[src/design/sh3x3_pkg.sv]
// ----------------------------------------------------------------------------
// sh3x3_pkg: shared types and constants of the 3x3 sharpen stencil
// Pixel width, configuration register codes, reset values and the default
// image limits used by the stencil and its line buffers.
// ----------------------------------------------------------------------------
package sh3x3_pkg;

  localparam int PIX_BITS  = 8;
  localparam int IMG_W_BITS = 12;
  localparam int IMG_H_BITS = 13;
  localparam int CFG_DATA_BITS = 13;

  localparam int DEFAULT_MAX_WIDTH  = 2048;
  localparam int DEFAULT_MAX_HEIGHT = 4096;

  // Smallest image side that still has an interior pixel.
  localparam int MIN_DIM = 3;

  localparam logic [IMG_W_BITS-1:0] IMAGE_WIDTH_RESET  = 12'd640;
  localparam logic [IMG_H_BITS-1:0] IMAGE_HEIGHT_RESET = 13'd480;

  localparam logic [PIX_BITS-1:0] PIX_MAX = 8'd255;

  typedef logic [PIX_BITS-1:0] pixel_t;

  // The 3x3 neighbourhood around one center pixel.
  typedef struct packed {
    pixel_t top_left;
    pixel_t top;
    pixel_t top_right;
    pixel_t left;
    pixel_t center;
    pixel_t right;
    pixel_t bot_left;
    pixel_t bot;
    pixel_t bot_right;
  } window_t;

  typedef enum logic [0:0] {
    REG_IMAGE_WIDTH  = 1'b0,
    REG_IMAGE_HEIGHT = 1'b1
  } cfg_reg_t;

endpackage

[src/design/sh3x3_kernel.sv]
// ----------------------------------------------------------------------------
// sh3x3_kernel: Laplacian sharpen of one 3x3 window
// Eight times the center minus the eight neighbours, clamped to 0..255.
// ----------------------------------------------------------------------------
module sh3x3_kernel
  import sh3x3_pkg::*;
(
  input  window_t win,
  output pixel_t  pix
);

  // Eight pixels of 255 sum to 2040, which fits in 11 bits.
  logic [10:0] nsum;
  logic [10:0] center_x8;
  logic [11:0] diff;

  always_comb begin
    nsum = 11'(win.top_left) + 11'(win.top) + 11'(win.top_right)
         + 11'(win.left) + 11'(win.right)
         + 11'(win.bot_left) + 11'(win.bot) + 11'(win.bot_right);
    center_x8 = {win.center, 3'b000};
    diff = {1'b0, center_x8} - {1'b0, nsum};
    if (diff[11]) begin
      pix = '0;
    end else if (diff[10:8] != 3'b000) begin
      pix = PIX_MAX;
    end else begin
      pix = diff[7:0];
    end
  end

endmodule
[config.mk]
export PLATFORM = sky130hd
export DESIGN_NAME = sh3x3_kernel
export DESIGN_NICKNAME = d
export VERILOG_FILES = /design/src/design/sh3x3_pkg.sv /design/src/design/sh3x3_kernel.sv
export SDC_FILE = /design/constraint.sdc
export NUM_CORES = 1
export LEC_CHECK = 0
export ABC_AREA = 1
export BUFFER_PORTS_ARGS = -buffer_cell sky130_fd_sc_hd__buf_2
export CAP_MARGIN = 20
export CORE_ASPECT_RATIO = 0.5
export CORE_MARGIN = 5
export CORE_UTILIZATION = 50
export DETAILED_ROUTE_END_ITERATION = 7
export GPL_TIMING_DRIVEN = 0
export PLACE_DENSITY_LB_ADDON = 0.15
export SYNTH_ARGS = -nofsm -noshare
export SYNTH_HDL_FRONTEND = slang
export SYNTH_SLANG_ARGS = --single-unit
[constraint.sdc]
create_clock -name vclk -period 5.2
set_input_delay 0.52 -clock vclk [all_inputs]
set_output_delay 0.52 -clock vclk [all_outputs]
set_load 0.02 [all_outputs]
Yosys cells after proc, flatten, opt, wreduce, memory -nomap -nowiden
Index checks and enable logic that the tools add are counted.
- register bits after elaboration: 0
- input bits: 72
- output and inout port bits: 8
- word-level logic and storage cells: 11
- add/sub/neg operators: 8
- mux-type cells: 2
- reduce and logical (&&, ||, !) cells: 1
- operators by type and width (kind ; count):
    $add 11x8->11 ; 4
    $mux 8 ; 2
    $sub 11x11->12 ; 1
    $add 10x8->11 ; 1
    $add 9x8->10 ; 1
    $add 8x8->9 ; 1
    $reduce_bool 3->1 ; 1

Logic depth before layout (Yosys ltp)
- word-level depth: 11
- mapped depth: 23
- depth with buffers taken out: 23

Worst setup path after synthesis
No wires, ideal clock.
- path type: input port to output port
- from: input port win[3] (netlist bit)
- to: output port pix[0]
- data arrival time: 3866 ps
- data required time: 4680 ps
- setup slack: 814 ps
- cell stages on the path: 20
- path buffers: 0
- cell sequence: fa_1 -> fa_1 -> inv_1 -> fa_1 -> inv_1 -> fa_1 -> inv_1 -> ha_1 -> nand2_1 -> inv_1 -> nand2_1 -> nand2_1 -> nand2_1 -> nand3_1 -> nand2_1 -> nand2_2 -> nor2_8 -> nand3_1 -> nand2_1 -> inv_1
- longest elaborated chain between the ends: 5
- ends and longest elaborated chain (what ; RTL line ; source):
    start, declared ; sh3x3_kernel.sv:8 ; input window_t win,
    $add 11x8->11 (*) ; sh3x3_kernel.sv:20 ; + 11'(win.bot_left) + 11'(win.bot) + 11'(win.bot_right);
    $sub 11x11->12 (*) ; sh3x3_kernel.sv:22 ; diff = {1'b0, center_x8} - {1'b0, nsum};
    $reduce_bool 3->1 ; sh3x3_kernel.sv:25 ; end else if (diff[10:8] != 3'b000) begin
    $mux 8 ; sh3x3_kernel.sv:25 ;
    $mux 8 (*) ; sh3x3_kernel.sv:23 ; if (diff[11]) begin
    end, declared ; sh3x3_kernel.sv:9 ; output pixel_t pix
Mark *: on every way between the ends. The rest lies on a longest branch, timed or not.

Worst setup path in the final report
- from: input port win[19] (netlist bit)
- to: output port pix[2]
- longest elaborated chain between the ends: 7
- ends and longest elaborated chain (what ; RTL line):
    $add 11x8->11 (*) (3 in series) ; sh3x3_kernel.sv:20
    $sub 11x11->12 (*) ; sh3x3_kernel.sv:22
    $reduce_bool 3->1 ; sh3x3_kernel.sv:25
    $mux 8 ; sh3x3_kernel.sv:25
    $mux 8 (*) ; sh3x3_kernel.sv:23
Marked as above.

==> metrics.md <==
| Metric | Value |
|---|---|
| Top cell type's share of synthesized area | 0.471 |
| Sequential area share after synthesis | 0 |
| Die height | 57.5 um |
| Setup Crit Path Kind | primary input to output pin |
| Via count | 1816 |
| Worst slew pin tran | 0.228 ns |
| Synth cell types | 18 |
| Final Wtd Congestion | 0.861 |
| Most common cell after layout, fill and taps aside | inv_1 |
| Cell Chain, Critical Path | buf_2 > fa_1 > inv_1 > fa_1 > fa_1 > inv_1 > fa_1 > inv_1 > ha_1 > nand2_1 > nand2_1 > nand2_1 > nand2_1 > nand2_1 > nand3_1 > nand2_1 > nand2_1 > inv_1 > nand3_1 > nand2_1 > inv_1 > buf_2 |
| Syn Nets | 435 |
| Max_cap viols | 0 |
| Drt drc | 0 |
| CP max stage delay | 0.53 ns |
| Synth warn | 0 |
| Unrepaired setup endpoints after global routing | false |
| Crit-path most repeated cell | nand2_1 |
| Max frequency | 0.208 GHz |
| Cell taking the most area after synthesis | fa_1 |
| PortBufs | 80 |
| Synth Cell Area | 2250 um^2 |
| Fillers | 411 |
| Vias in the first global route | between 1500 and 2000 |
| CP max-delay cell | fa_1 |
| Synth Instances | 291 |
| CP arrival | 4.28 ns |
| Final hold slack | 1.63 ns |
| Sequential Area | 0 um^2 |
| Dpl ws | 0.382 ns |
| Fin crit share | 0.924 |
| Initial antenna violation count | 0 |
| Drt wl/cell | a little over 9 um |
| Hold WC Path Type | primary input to output pin |
| Vias per std cell | 4.24 |
| Setup Total Neg Slack | 0 ns |
| Total Wirelength | 3930 um |
| Crit. End Element | output pin |
| Final WS setup | 0.396 ns |
| Largest net degree at the start of global routing | 10 |
| Total track usage | 0.137 |
| I/O pin count | 80 |
| Period minus WS final | approximately 4.8 ns |
| Antenna cells | 0 |
| Post-layout nets | 517 |
| Total gr overflow | 0 |
| Initial drt markers | 36 |
| Commonest non-fill, non-tap cells in the layout | inv_1, buf_2, fa_1 |
| Area Overhead vs Synth | 20.9% |
| Detail Route Antenna Nets | 0 |
| FP Rows | 17 |
| Dpl hpwl | 3860 um |
| Rel. slew slack | 0.846 |
| Clock buffer count | 0 |
| Hold Fails Final Rpt | 0 |
| Synth Area per Inst | 7.74 um^2 |
| Die X | 105 um |
| Postcts setup bufs | 0 |
| Ratio of cells with drive above 1 in the final layout | 0.253 |
| Die area | 6030 um^2 |
| First-pass GRT wire length | a little over 7000 um |
| FFs & Latches | 0 |
| Pre-antenna DRT Iters | 4 |
| # setup viols final | 0 |
| WP data required | 4.68 ns |
| Post-CTS Hold Buffers | 0 |
| Initial Utilization | 0.514 |
| Area contributors post-synth | fa_1, inv_1, ha_1 |
| CP max FO | 8 |
| Slew Viols, Final | 0 |
| CORE AREA | approximately 4400 um^2 |
| Post-cts sizing count | 0 |
| Run status | complete, no violations |
| Critical Path Start Type | primary input |
[synthesized netlist by cell type (2+ instances only)]
cell      count
a21oi_1       7
fa_1         53
ha_1         19
inv_1       117
inv_2         3
nand2_1      45
nand2_2       7
nand3_1      13
nand3b_1      2
nand4_1       3
nor2_1        9
xnor2_1       5
xor2_1        3
[final cells by class]
class	count	area, um^2	area share
well taps	57	71.3	0.0262
inverters	120	450	0.165
repair buffers	80	400	0.147
multi-input cells	171	1800	0.661
[cells by family after synthesis]
group	Yosys count	synth area share
buffers and inverters	120	0.200
xor gates and xnor gates	8	0.0311
AOI/OAI and AO/OA	9	0.0228
adders and majority gates	72	0.577
and+or+nand+nor	82	0.169
[path summary, 6_finish.rpt]
| path | startpoint | to | slack (ns) | cells past startpoint |
|---|---|---|---|---|
| hold / removal | win[32] | pix[0] | 1.63 | 6 |
| setup / recovery | win[19] | pix[2] | 0.40 | 22 |
[metal layers]
metal | track usage | part of all wire
met5 | 0 | 0
met3 | 0.00678 | 0.059
met2 | 0.256 | 0.48
met4 | 0 | 0
met1 | 0.189 | 0.46
[metrics by stage]
stage / utilization / instance area, um^2 / cells
6_report: 0.622 / 2720 / 428
5_1_grt: 0.622 / 2720 / 428
4_1_cts: 0.622 / 2720 / 428
3_5_place_dp: 0.622 / 2720 / 428
3_3_place_gp: 0.622 / 2720 / 428
2_1_floorplan: - / 2250 / 291
[worst max-delay path: cells and delay by family]
family	cells	cell delay (ns)
adder cells (fa/ha/maj)	5	2.38
AND/OR/NAND/NOR	10	0.75
buffers and inverters	7	0.63
Power is not shown: default switching activity piles up to over one toggle a cycle in this logic, so the estimate is an artifact.
